`config.mk`:
```
export PLATFORM = sky130hd
export DESIGN_NAME = word_run_length_decoder_flat
export DESIGN_NICKNAME = d
export VERILOG_FILES = /design/src/sv/wrld_pkg.sv /design/src/sv/wrld_if.sv /design/src/sv/wrld_fifo.sv /design/src/sv/wrld_front.sv /design/src/sv/wrld_back.sv /design/src/sv/word_run_length_decoder.sv /design/src/flat_wrapper.sv
export VERILOG_INCLUDE_DIRS = /design/src /design/src/sv
export SDC_FILE = /design/constraint.sdc
export NUM_CORES = 1
export LEC_CHECK = 0
export CAP_MARGIN = 25
export CORE_AREA = 4 4 180 182
export CTS_CLUSTER_SIZE = 10
export DETAILED_ROUTE_END_ITERATION = 7
export DIE_AREA = 0 0 184 186
export DONT_BUFFER_PORTS = 1
export HOLD_SLACK_MARGIN = 0.15
export MAX_ROUTING_LAYER = met4
export PLACE_DENSITY = 0.49
export SYNTH_ARGS = -nofsm -noshare
export SYNTH_HDL_FRONTEND = slang
export SYNTH_SLANG_ARGS = --single-unit
```
`constraint.sdc`:
```
create_clock -name clk_i -period 3.3 [get_ports clk_i]
set_clock_uncertainty 0.1 [all_clocks]
set_input_delay 0.33 -clock clk_i [delete_from_list [all_inputs] [get_ports clk_i]]
set_output_delay 0.33 -clock clk_i [all_outputs]
set_load 0.02 [all_outputs]
```
`src/sv/word_run_length_decoder_assert.svh`:
```
// Assertion macros used by the top level of the word run-length decoder RTL.
`ifndef WORD_RUN_LENGTH_DECODER_ASSERT_SVH
`define WORD_RUN_LENGTH_DECODER_ASSERT_SVH

// Same-cycle implication, checked on every rising clock edge outside reset.
`define WRLD_ASSERT_IMPL(lbl, clk, rst_n, ante, cons, msg) \
  lbl: assert property (@(posedge clk) disable iff (!rst_n) (ante) |-> (cons)) \
    else $error(msg);

// Next-cycle implication, checked on every rising clock edge outside reset.
`define WRLD_ASSERT_NEXT(lbl, clk, rst_n, ante, cons, msg) \
  lbl: assert property (@(posedge clk) disable iff (!rst_n) (ante) |=> (cons)) \
    else $error(msg);

`endif

```
`src/sv/wrld_pkg.sv`:
```
// Package with widths, codes and types of the word run-length decoder.
package wrld_pkg;

  localparam int WORD_W      = 16;
  localparam int COUNT_W     = 15;
  localparam int RAY_TOTAL_W = 24;
  localparam int PADDR_W     = 3;
  localparam int PDATA_W     = 32;

  localparam int TOTAL_WIDTH_DEF = 24;
  localparam int QUEUE_DEPTH_DEF = 2;

  localparam logic [WORD_W-1:0] SIGN16 = 16'h8000;
  localparam logic [WORD_W-1:0] MASK15 = 16'h7fff;

  localparam logic [WORD_W-1:0] EOR_CODE_RESET = 16'h0000;
  localparam logic [WORD_W-1:0] LRC_CODE_RESET = 16'hffff;

  // Register index, taken from paddr[2].
  localparam logic REG_EOR_CODE = 1'b0;
  localparam logic REG_LRC_CODE = 1'b1;

  typedef enum logic [1:0] {
    KIND_LITERAL = 2'd0,
    KIND_ZERO    = 2'd1,
    KIND_RAY     = 2'd2
  } wrld_kind_e;

  // One decoded result waiting in the queue; value is the literal word,
  // the zero count or the ray total, depending on kind.
  typedef struct packed {
    wrld_kind_e             kind;
    logic [RAY_TOTAL_W-1:0] value;
  } wrld_entry_t;

  typedef struct packed {
    logic        push;
    wrld_entry_t entry;
  } wrld_push_t;

  typedef struct packed {
    logic full;
    logic empty;
  } wrld_qstat_t;

  typedef struct packed {
    logic in_literal;
    logic left_zero;
  } wrld_front_stat_t;

endpackage

```
`src/sv/wrld_if.sv`:
```
// Valid/ready channel interfaces for the decoder input and result streams.
interface wrld_in_if;
  import wrld_pkg::*;

  logic              valid;
  logic              ready;
  logic [WORD_W-1:0] payload_word;
  logic              record_end;

  modport source (output valid, output payload_word, output record_end, input ready);
  modport sink (input valid, input payload_word, input record_end, output ready);
endinterface

interface wrld_out_if;
  import wrld_pkg::*;

  logic                   valid;
  logic                   ready;
  logic [1:0]             kind;
  logic [WORD_W-1:0]      data_word;
  logic [COUNT_W-1:0]     zero_count;
  logic [RAY_TOTAL_W-1:0] ray_total;

  modport source (output valid, output kind, output data_word, output zero_count,
                  output ray_total, input ready);
  modport sink (input valid, input kind, input data_word, input zero_count,
                input ray_total, output ready);
endinterface

```
`src/sv/wrld_fifo.sv`:
```
// Short result queue between the decode front and the output back end.
module wrld_fifo #(
  parameter int QUEUE_DEPTH = wrld_pkg::QUEUE_DEPTH_DEF
) (
  input  logic                 clk_i,
  input  logic                 rst_ni,
  input  wrld_pkg::wrld_push_t push_i,
  input  logic                 pop_i,
  output wrld_pkg::wrld_entry_t head_o,
  output wrld_pkg::wrld_qstat_t stat_o
);
  import wrld_pkg::*;

  localparam int PTR_W = $clog2(QUEUE_DEPTH);
  localparam int CNT_W = $clog2(QUEUE_DEPTH + 1);
  localparam logic [PTR_W-1:0] LAST_PTR = PTR_W'(QUEUE_DEPTH - 1);

  wrld_entry_t      mem_q [QUEUE_DEPTH];
  logic [PTR_W-1:0] wr_ptr_q, wr_ptr_d;
  logic [PTR_W-1:0] rd_ptr_q, rd_ptr_d;
  logic [CNT_W-1:0] count_q, count_d;
  logic             do_push, do_pop;

  assign stat_o.full  = (count_q == CNT_W'(QUEUE_DEPTH));
  assign stat_o.empty = (count_q == '0);
  assign do_push      = push_i.push && !stat_o.full;
  assign do_pop       = pop_i && !stat_o.empty;
  assign head_o       = mem_q[rd_ptr_q];

  always_comb begin
    wr_ptr_d = wr_ptr_q;
    rd_ptr_d = rd_ptr_q;
    count_d  = count_q;
    if (do_push) begin
      wr_ptr_d = (wr_ptr_q == LAST_PTR) ? '0 : wr_ptr_q + 1'b1;
    end
    if (do_pop) begin
      rd_ptr_d = (rd_ptr_q == LAST_PTR) ? '0 : rd_ptr_q + 1'b1;
    end
    if (do_push && !do_pop) begin
      count_d = count_q + 1'b1;
    end else if (do_pop && !do_push) begin
      count_d = count_q - 1'b1;
    end
  end

  always_ff @(posedge clk_i or negedge rst_ni) begin
    if (!rst_ni) begin
      wr_ptr_q <= '0;
      rd_ptr_q <= '0;
      count_q  <= '0;
    end else begin
      wr_ptr_q <= wr_ptr_d;
      rd_ptr_q <= rd_ptr_d;
      count_q  <= count_d;
    end
  end

  always_ff @(posedge clk_i) begin
    if (do_push) begin
      mem_q[wr_ptr_q] <= push_i.entry;
    end
  end

endmodule

```
`src/sv/wrld_front.sv`:
```
// Decode front: accepts payload words, tracks run state and classifies results.
module wrld_front #(
  parameter int TOTAL_WIDTH = wrld_pkg::TOTAL_WIDTH_DEF
) (
  input  logic                          clk_i,
  input  logic                          rst_ni,
  wrld_in_if.sink                       in_i,
  input  logic [wrld_pkg::WORD_W-1:0]   eor_code_i,
  input  logic [wrld_pkg::WORD_W-1:0]   lrc_code_i,
  input  wrld_pkg::wrld_qstat_t         q_stat_i,
  output wrld_pkg::wrld_push_t          push_o,
  output wrld_pkg::wrld_front_stat_t    stat_o
);
  import wrld_pkg::*;

  localparam logic [1:0] MODE_START   = 2'd0;
  localparam logic [1:0] MODE_LITERAL = 2'd1;
  localparam logic [1:0] MODE_DISCARD = 2'd2;

  logic [1:0]             mode_q, mode_d;
  logic [COUNT_W-1:0]     left_q, left_d;
  logic [TOTAL_WIDTH-1:0] sum_q, sum_d;

  logic                   accept;
  logic [COUNT_W-1:0]     count;
  logic [COUNT_W-1:0]     left_dec;
  logic [TOTAL_WIDTH:0]   sum_ext;
  logic [TOTAL_WIDTH-1:0] sum_sat;

  assign in_i.ready = !q_stat_i.full;
  assign accept     = in_i.valid && in_i.ready;

  assign count    = COUNT_W'(in_i.payload_word & MASK15);
  assign left_dec = (left_q == '0) ? '0 : left_q - 1'b1;
  assign sum_ext  = {1'b0, sum_q} + (TOTAL_WIDTH + 1)'(count);
  assign sum_sat  = sum_ext[TOTAL_WIDTH] ? '1 : sum_ext[TOTAL_WIDTH-1:0];

  assign stat_o.in_literal = (mode_q == MODE_LITERAL);
  assign stat_o.left_zero  = (left_q == '0);

  always_comb begin
    mode_d             = mode_q;
    left_d             = left_q;
    sum_d              = sum_q;
    push_o.push        = 1'b0;
    push_o.entry.kind  = KIND_LITERAL;
    push_o.entry.value = RAY_TOTAL_W'(in_i.payload_word);
    if (accept) begin
      unique case (mode_q)
        MODE_LITERAL: begin
          // Words inside a literal run pass through regardless of codes.
          left_d      = left_dec;
          push_o.push = 1'b1;
          if (left_dec == '0) begin
            mode_d = MODE_START;
          end
        end
        MODE_DISCARD: begin
          if (in_i.record_end) begin
            mode_d = MODE_START;
          end
        end
        default: begin
          mode_d = MODE_START;
          priority if (in_i.payload_word == eor_code_i) begin
            push_o.push        = 1'b1;
            push_o.entry.kind  = KIND_RAY;
            push_o.entry.value = RAY_TOTAL_W'(sum_q);
            sum_d              = '0;
          end else if (in_i.payload_word == lrc_code_i && !in_i.record_end) begin
            mode_d = MODE_DISCARD;
          end else begin
            sum_d = sum_sat;
            if (count != '0) begin
              if ((in_i.payload_word & SIGN16) != '0) begin
                left_d = count;
                mode_d = MODE_LITERAL;
              end else begin
                push_o.push        = 1'b1;
                push_o.entry.kind  = KIND_ZERO;
                push_o.entry.value = RAY_TOTAL_W'(count);
              end
            end
          end
        end
      endcase
    end
  end

  always_ff @(posedge clk_i or negedge rst_ni) begin
    if (!rst_ni) begin
      mode_q <= MODE_START;
      left_q <= '0;
      sum_q  <= '0;
    end else begin
      mode_q <= mode_d;
      left_q <= left_d;
      sum_q  <= sum_d;
    end
  end

endmodule

```
`src/sv/wrld_back.sv`:
```
// Back end: takes queued results and drives the registered result channel.
module wrld_back (
  input  logic                  clk_i,
  input  logic                  rst_ni,
  input  wrld_pkg::wrld_entry_t head_i,
  input  wrld_pkg::wrld_qstat_t q_stat_i,
  output logic                  pop_o,
  wrld_out_if.source            out_o
);
  import wrld_pkg::*;

  logic                   valid_q, valid_d;
  wrld_kind_e             kind_q;
  logic [WORD_W-1:0]      data_q;
  logic [COUNT_W-1:0]     zero_q;
  logic [RAY_TOTAL_W-1:0] total_q;

  assign pop_o = !q_stat_i.empty && (!valid_q || out_o.ready);

  always_comb begin
    valid_d = valid_q;
    if (pop_o) begin
      valid_d = 1'b1;
    end else if (out_o.ready) begin
      valid_d = 1'b0;
    end
  end

  always_ff @(posedge clk_i or negedge rst_ni) begin
    if (!rst_ni) begin
      valid_q <= 1'b0;
    end else begin
      valid_q <= valid_d;
    end
  end

  // Unused fields of each kind read as zero.
  always_ff @(posedge clk_i) begin
    if (pop_o) begin
      kind_q  <= head_i.kind;
      data_q  <= (head_i.kind == KIND_LITERAL) ? head_i.value[WORD_W-1:0] : '0;
      zero_q  <= (head_i.kind == KIND_ZERO) ? head_i.value[COUNT_W-1:0] : '0;
      total_q <= (head_i.kind == KIND_RAY) ? head_i.value : '0;
    end
  end

  assign out_o.valid      = valid_q;
  assign out_o.kind       = kind_q;
  assign out_o.data_word  = data_q;
  assign out_o.zero_count = zero_q;
  assign out_o.ray_total  = total_q;

endmodule

```
`src/sv/word_run_length_decoder.sv`:
```
// Top level of the word run-length decoder with zero runs.
// Throughput: one payload word per cycle, sustained, while the result side keeps up.
// A result passes from the decode front into the result queue and then the output register.
// The decode front, a QUEUE_DEPTH result queue and an output register set this throughput.
// Reset is asynchronous, active low: run state, ray sum, queue and output valid clear,
// and both code registers return to their defaults; no clearing pass is needed.
module word_run_length_decoder #(
  parameter int TOTAL_WIDTH = wrld_pkg::TOTAL_WIDTH_DEF,
  parameter int QUEUE_DEPTH = wrld_pkg::QUEUE_DEPTH_DEF
) (
  input  logic                         clk_i,
  input  logic                         rst_ni,
  wrld_in_if.sink                      in_i,
  wrld_out_if.source                   out_o,
  input  logic                         psel,
  input  logic                         penable,
  input  logic                         pwrite,
  input  logic [wrld_pkg::PADDR_W-1:0] paddr,
  input  logic [wrld_pkg::PDATA_W-1:0] pwdata,
  output logic [wrld_pkg::PDATA_W-1:0] prdata,
  output logic                         pready
);
  import wrld_pkg::*;

`include "word_run_length_decoder_assert.svh"

  // Code registers. Software must write them only while the decoder is idle; the block
  // does not enforce this. The front may use them directly without any shadowing.
  logic [WORD_W-1:0] eor_code_q, eor_code_d;
  logic [WORD_W-1:0] lrc_code_q, lrc_code_d;
  logic              cfg_write;

  wrld_push_t       q_push;
  wrld_qstat_t      q_stat;
  wrld_entry_t      q_head;
  wrld_front_stat_t front_stat;
  logic             pop;

  assign pready    = 1'b1;
  assign cfg_write = psel && penable && pwrite && pready;

  // Register i sits at byte address 4*i, so paddr[2] selects the register.
  always_comb begin
    eor_code_d = eor_code_q;
    lrc_code_d = lrc_code_q;
    if (cfg_write) begin
      unique case (paddr[2])
        REG_EOR_CODE: eor_code_d = pwdata[WORD_W-1:0];
        REG_LRC_CODE: lrc_code_d = pwdata[WORD_W-1:0];
        default:      eor_code_d = eor_code_q;
      endcase
    end
  end

  always_comb begin
    unique case (paddr[2])
      REG_EOR_CODE: prdata = PDATA_W'(eor_code_q);
      REG_LRC_CODE: prdata = PDATA_W'(lrc_code_q);
      default:      prdata = '0;
    endcase
  end

  always_ff @(posedge clk_i or negedge rst_ni) begin
    if (!rst_ni) begin
      eor_code_q <= EOR_CODE_RESET;
      lrc_code_q <= LRC_CODE_RESET;
    end else begin
      eor_code_q <= eor_code_d;
      lrc_code_q <= lrc_code_d;
    end
  end

  // The front takes a word whenever the queue has room, updates the run
  // state and pushes at most one classified result.
  wrld_front #(
    .TOTAL_WIDTH(TOTAL_WIDTH)
  ) u_front (
    .clk_i     (clk_i),
    .rst_ni    (rst_ni),
    .in_i      (in_i),
    .eor_code_i(eor_code_q),
    .lrc_code_i(lrc_code_q),
    .q_stat_i  (q_stat),
    .push_o    (q_push),
    .stat_o    (front_stat)
  );

  // The queue lets the front keep going while a result waits on the output.
  wrld_fifo #(
    .QUEUE_DEPTH(QUEUE_DEPTH)
  ) u_fifo (
    .clk_i (clk_i),
    .rst_ni(rst_ni),
    .push_i(q_push),
    .pop_i (pop),
    .head_o(q_head),
    .stat_o(q_stat)
  );

  // The back end expands a queued entry into the result fields and holds
  // them in the output register until the transfer completes.
  wrld_back u_back (
    .clk_i   (clk_i),
    .rst_ni  (rst_ni),
    .head_i  (q_head),
    .q_stat_i(q_stat),
    .pop_o   (pop),
    .out_o   (out_o)
  );

  // A result must never be pushed into a full queue, or it would be lost.
  `WRLD_ASSERT_IMPL(a_no_push_when_full, clk_i, rst_ni, q_push.push, !q_stat.full, "result pushed into a full queue")

  // Inside a literal run at least one word is always still owed.
  `WRLD_ASSERT_IMPL(a_literal_left_nonzero, clk_i, rst_ni, front_stat.in_literal, !front_stat.left_zero, "literal run with no words left")

  // Every word taken inside a literal run produces a result.
  `WRLD_ASSERT_IMPL(a_literal_word_pushed, clk_i, rst_ni, in_i.valid && in_i.ready && front_stat.in_literal, q_push.push, "literal word dropped")

  // A result taken from the queue shows up on the output in the next cycle.
  `WRLD_ASSERT_NEXT(a_pop_loads_output, clk_i, rst_ni, pop, out_o.valid, "queued result not presented")

endmodule
```
`src/flat_wrapper.sv`:
```
// flat-port wrapper written by rule: the top's interface ports become plain ports
module word_run_length_decoder_flat import wrld_pkg::*;
#(
  parameter int TOTAL_WIDTH = wrld_pkg::TOTAL_WIDTH_DEF,
  parameter int QUEUE_DEPTH = wrld_pkg::QUEUE_DEPTH_DEF
)
  (clk_i, rst_ni, psel, penable, pwrite, paddr, pwdata, prdata, pready, in_i_valid, in_i_payload_word, in_i_record_end, in_i_ready, out_o_valid, out_o_kind, out_o_data_word, out_o_zero_count, out_o_ray_total, out_o_ready);
  wrld_in_if in_i_i ();
  wrld_out_if out_o_i ();
  input  logic clk_i;
  input  logic rst_ni;
  input  logic psel;
  input  logic penable;
  input  logic pwrite;
  input  logic [wrld_pkg::PADDR_W-1:0] paddr;
  input  logic [wrld_pkg::PDATA_W-1:0] pwdata;
  output logic [wrld_pkg::PDATA_W-1:0] prdata;
  output logic pready;
  input wire logic [$bits(in_i_i.valid)-1:0] in_i_valid;
  input wire logic [$bits(in_i_i.payload_word)-1:0] in_i_payload_word;
  input wire logic [$bits(in_i_i.record_end)-1:0] in_i_record_end;
  output wire logic [$bits(in_i_i.ready)-1:0] in_i_ready;
  output wire logic [$bits(out_o_i.valid)-1:0] out_o_valid;
  output wire logic [$bits(out_o_i.kind)-1:0] out_o_kind;
  output wire logic [$bits(out_o_i.data_word)-1:0] out_o_data_word;
  output wire logic [$bits(out_o_i.zero_count)-1:0] out_o_zero_count;
  output wire logic [$bits(out_o_i.ray_total)-1:0] out_o_ray_total;
  input wire logic [$bits(out_o_i.ready)-1:0] out_o_ready;
  assign in_i_i.valid = in_i_valid;
  assign in_i_i.payload_word = in_i_payload_word;
  assign in_i_i.record_end = in_i_record_end;
  assign in_i_ready = in_i_i.ready;
  assign out_o_valid = out_o_i.valid;
  assign out_o_kind = out_o_i.kind;
  assign out_o_data_word = out_o_i.data_word;
  assign out_o_zero_count = out_o_i.zero_count;
  assign out_o_ray_total = out_o_i.ray_total;
  assign out_o_i.ready = out_o_ready;
  word_run_length_decoder #(.TOTAL_WIDTH(TOTAL_WIDTH), .QUEUE_DEPTH(QUEUE_DEPTH)) u_core (.clk_i(clk_i), .rst_ni(rst_ni), .in_i(in_i_i), .out_o(out_o_i), .psel(psel), .penable(penable), .pwrite(pwrite), .paddr(paddr), .pwdata(pwdata), .prdata(prdata), .pready(pready));
endmodule
```
==> qor_table.md <==
| Result | Value | Unit |
|---|---|---|
| Core region area | 30600 | um^2 |
| Yosys reg bits | 187 | - |
| Number of clock buffers inserted by TritonCTS | 17 | - |
| Critical setup path kind | in -> reg | - |
| Synthesized instance count | 766 | - |
| Initial core utilization | 29.9 | % |
| Portion of total power attributed to combinational logic | 31.5 | % |
| Overall power of the completed layout | 9.22 | mW |
| Count of TritonRoute iterations in the first routing pass | 4 | - |
| Iteration-0 DRC Markers | 394 | - |
| Most used DFF post-synth | edfxtp_1 | - |
| Dominant cell by count in the synthesized netlist | edfxtp_1 | - |
| Data arrival at the endpoint of the critical path | 3.41 | ns |
| Site row count | 64 | - |
| Overall die width | 184 | um |
| Final setup violation count | 0 | - |
| Number of antenna-violating nets in the routed design | 0 | - |
| Fraction of the cycle the final worst path needs | 96.6 | % |
| Top-area cell type share of the netlist area | 35.8 | % |
| Remaining max-slew budget at the tightest pin | 55.2 | % |
| Number of max-cap violations | 0 | - |
| Worst setup slack after layout | 0.112 | ns |
| Post-synth EDFFs | 109 | - |
| Switching power as a share of total power | 38.8 | % |
| Status | finished clean | - |
| Vias in the first global route | 5942 | - |
| Remaining Overflow, GRT | 0 | - |
| Element type at the critical path end | flip-flop | - |
| Routed WL per cell | 18.3 | um |
| Share of total power in sequential cells | 46.6 | % |
| Flop-to-flop setup slack | 0.24 | ns |
| Final hold violation count | 0 | - |
| Placed Cells | 1156 | - |
| Clock H-tree levels | 4 | - |
| Buffers from clock root to sink, at most | 2 | - |
| Wirelength, routed | 22.4 | mm |
| Vias per cell | 4.86 | - |
| Worst setup SP type | input port | - |
| Post-layout min period | 3.19 | ns |
| Cell area power density | 865 | nW/um^2 |
| Total leakage power | 4.15 | nW |
| Area of the mapped netlist | 9140 | um^2 |
| Most Crowded Layer GR | met2 | - |
| Yosys warning count | 0 | - |
| Highest cell delay on the worst timing path | 0.60 | ns |
| GP Congestion | 0.811 | - |
| Final antenna diode count | 0 | - |
| Power share of the clock group | 22.0 | % |
| Classification of the worst-slack hold path | in -> reg | - |
| Worst slew pin tran | 0.665 | ns |
| Commonest cells in the netlist | edfxtp_1, nor2_1, mux2_2 | - |
| Internal power contribution | 5.65 | mW |
| Clk sink count | 187 | - |
| TritonCTS clock tree | yes | - |
| Critical path fanouts, max | 5 | - |
| Later-pin clock latency in the skew report | 0.44 | ns |
| Floorplan die area | 34200 | um^2 |
| CP max-delay cell | dlygate4sd3_1 | - |
| Layout filler cell count | 3001 | - |
| Global-route track usage on met1 | 19.1 | % |
| Async set or reset register ratio after synthesis | 41.7 | % |
| Final routed DRC violation total | 0 | - |
| Growth of design area from synthesis to finish | 16.8 | % |
| Boundary Pins | 151 | - |
| DP Worst Slack | 0.144 | ns |
| Maximum vdd ir drop | 0.000347 | V |
| Post-Syn Area per Cell | 11.9 | um^2 |
| Met2 usage | 19.7 | % |
| Required time of the critical path | 3.52 | ns |
| PortBufs | 0 | - |
| Wire length of the first global-routing pass | 35.0 | mm |
| Buffers and inverters on the worst path | 1 | - |
| Delay-heaviest family, CP | compound AO/OA/AOI/OAI gates | - |
| Pin count of the biggest net entering global routing | 79 | - |
| Clk pin slew, worst setup/hold paths | 0.07 | ns |
| Half-perimeter wire length after placement | 14.9 | mm |
| Fmax | 314 | MHz |
| Biggest area consumer among synthesized cells | edfxtp_1 | - |
| Number of antenna violations at the first check in global routing | 1 | - |
| Switch Pwr | 3.58 | mW |
| Total Routing Usage GR | 13.6 | % |
| Die boundary height | 186 | um |
| Final Non-Filler Cells | 1226 | - |
| Final Max Slew Viols | 0 | - |
| Post-route setup TNS | 0 | ns |
| Crit-path cells | dlygate4sd3_1 > ha_1 > fa_1 > a21o_1 > a221oi_2 > o2bb2ai_1 > o41a_1 > a21oi_2 > or4b_1 > o211a_1 | - |
| Number of library cell types mapped by synthesis | 68 | - |
| Global-route met3 utilization | 3.58 | % |
| Nets | 897 | - |
| Sequential element share of the synthesized area | 57.4 | % |
| Cell types occupying the most area after synthesis | edfxtp_1, dfrtp_1, mux2_2 | - |
| Library cell used as clock root buffer | clkbuf_16 | - |
| Setup repair after global routing missed its margin | no | - |
| Total via count in the routed design | 5954 | - |
| Share of cells above drive strength 1 | 18.3 | % |
==> routing by layer <==
layer,up-vias,wire length (um)
li1,2858,-
met1,2900,10900
met2,179,9960
met3,17,1360
met4,0,229
met5,-,0
==> logic make-up after synthesis <==
| logic type | Yosys count | share of synthesized area [%] |
|---|---|---|
| simple gates | 232 | 12.3 |
| flops | 187 | 57.4 |
| compound gates | 122 | 8.30 |
| mux | 92 | 11.0 |
| buf+inv | 60 | 3.19 |
| xor+xnor | 50 | 4.79 |
| fa+ha+maj | 21 | 2.96 |
| other cells | 2 | 0.0822 |
==> registers in the layout, summed over array words and instances, names as in the netlist <==
name	cells
u_core.u_fifo.wr_ptr_q	1
u_core.u_fifo.mem_q	52
u_core.lrc_code_q	16
u_core.u_fifo.rd_ptr_q	1
u_core.u_back.out_o.valid	1
u_core.u_back.out_o.data_word	16
u_core.u_front.mode_q	2
u_core.u_back.out_o.ray_total	24
u_core.eor_code_q	16
u_core.u_back.out_o.zero_count	15
u_core.u_fifo.count_q	2
u_core.u_back.out_o.kind	2
u_core.u_front.sum_q	24
u_core.u_front.left_q	15
==> final timing paths <==
kind | start | end | cells past startpoint
worst min register to register | u_core.u_fifo.wr_ptr_q | u_core.u_fifo.wr_ptr_q | 1
max in group asynchronous | rst_ni | u_core.lrc_code_q[10] | 2
worst max register to register | u_core.u_front.sum_q[0] | u_core.u_front.sum_q[23] | 9
worst min-delay path | in_i_valid | u_core.u_front.mode_q[1] | 3
worst max-delay path | in_i_payload_word[0] | u_core.u_front.sum_q[23] | 10
min in group asynchronous | rst_ni | u_core.u_front.left_q[5] | 2
==> power groups by stage <==
stage	registers [mW]	clock network (mW)	logic, mW
4_1_cts	4.31	2.09	2.93
6_report	4.30	2.03	2.90
3_5_place_dp	4.35	0	2.84
3_3_place_gp	4.34	0	2.81
2_1_floorplan	4.19	0	2.21
5_1_grt	4.39	2.19	3.28
==> per-stage QoR <==
| step | utilization [%] | area [um^2] | hold WS [ns] |
|---|---|---|---|
| CTS | 34.8 | 10700 | 0.158 |
| finish | 34.9 | 10700 | 0.146 |
| floorplan | - | 9200 | -0.0656 |
| global placement | 31.6 | 9670 | -0.0631 |
| detailed placement | 31.6 | 9670 | -0.0625 |
| global route | 34.9 | 10700 | 0.179 |
==> placed cells by master, fill, tap and decap left out, types with 4 or more instances in the layout <==
master,n
and2_1,9
a21o_1,4
nand2_1,44
nand3_1,13
a31oi_1,4
dlygate4sd3_1,36
nand4_1,8
clkbuf_16,17
mux2_2,63
a21oi_1,34
nand2b_1,8
or3_1,4
nor3_1,11
a22oi_1,8
dfrtp_1,61
inv_1,14
o21ai_0,36
conb_1,17
inv_8,4
dfstp_2,16
buf_4,21
mux2i_1,28
nor2_1,97
xnor2_1,23
edfxtp_1,109
nor2b_1,5
nor4_1,10
ha_1,19
o211ai_1,7
inv_6,4
xor2_1,27
==> repair_timing <==
item | 4_1_cts | 5_1_grt
setup endpoints to repair | 0 | 24
hold endpoints to repair | 161 | 0
hold buffers | 38 | 0
buffers inserted | 0 | 1
gates resized for setup | 0 | 5
==> worst reg2reg max path: cells and delay by family (launching register included) <==
family	cells	cell delay [ns]
compound gates	6	1.36
flops	1	0.40
simple gates	1	0.44
fa+ha+maj	2	0.64
==> area by class of cell <==
type                       count  area, um^2  share of cell area (%)
clock buffer                  18         429                    4.02
timing repair buffer          61         606                    5.68
inverter                      16        60.1                   0.563
multi-input combinational    534        3680                    34.5
sequential                   187        5250                    49.2
clock inverter                14         154                    1.44
tap                          396         495                    4.64
No activity file was read; power rests on OpenSTA's default activity.
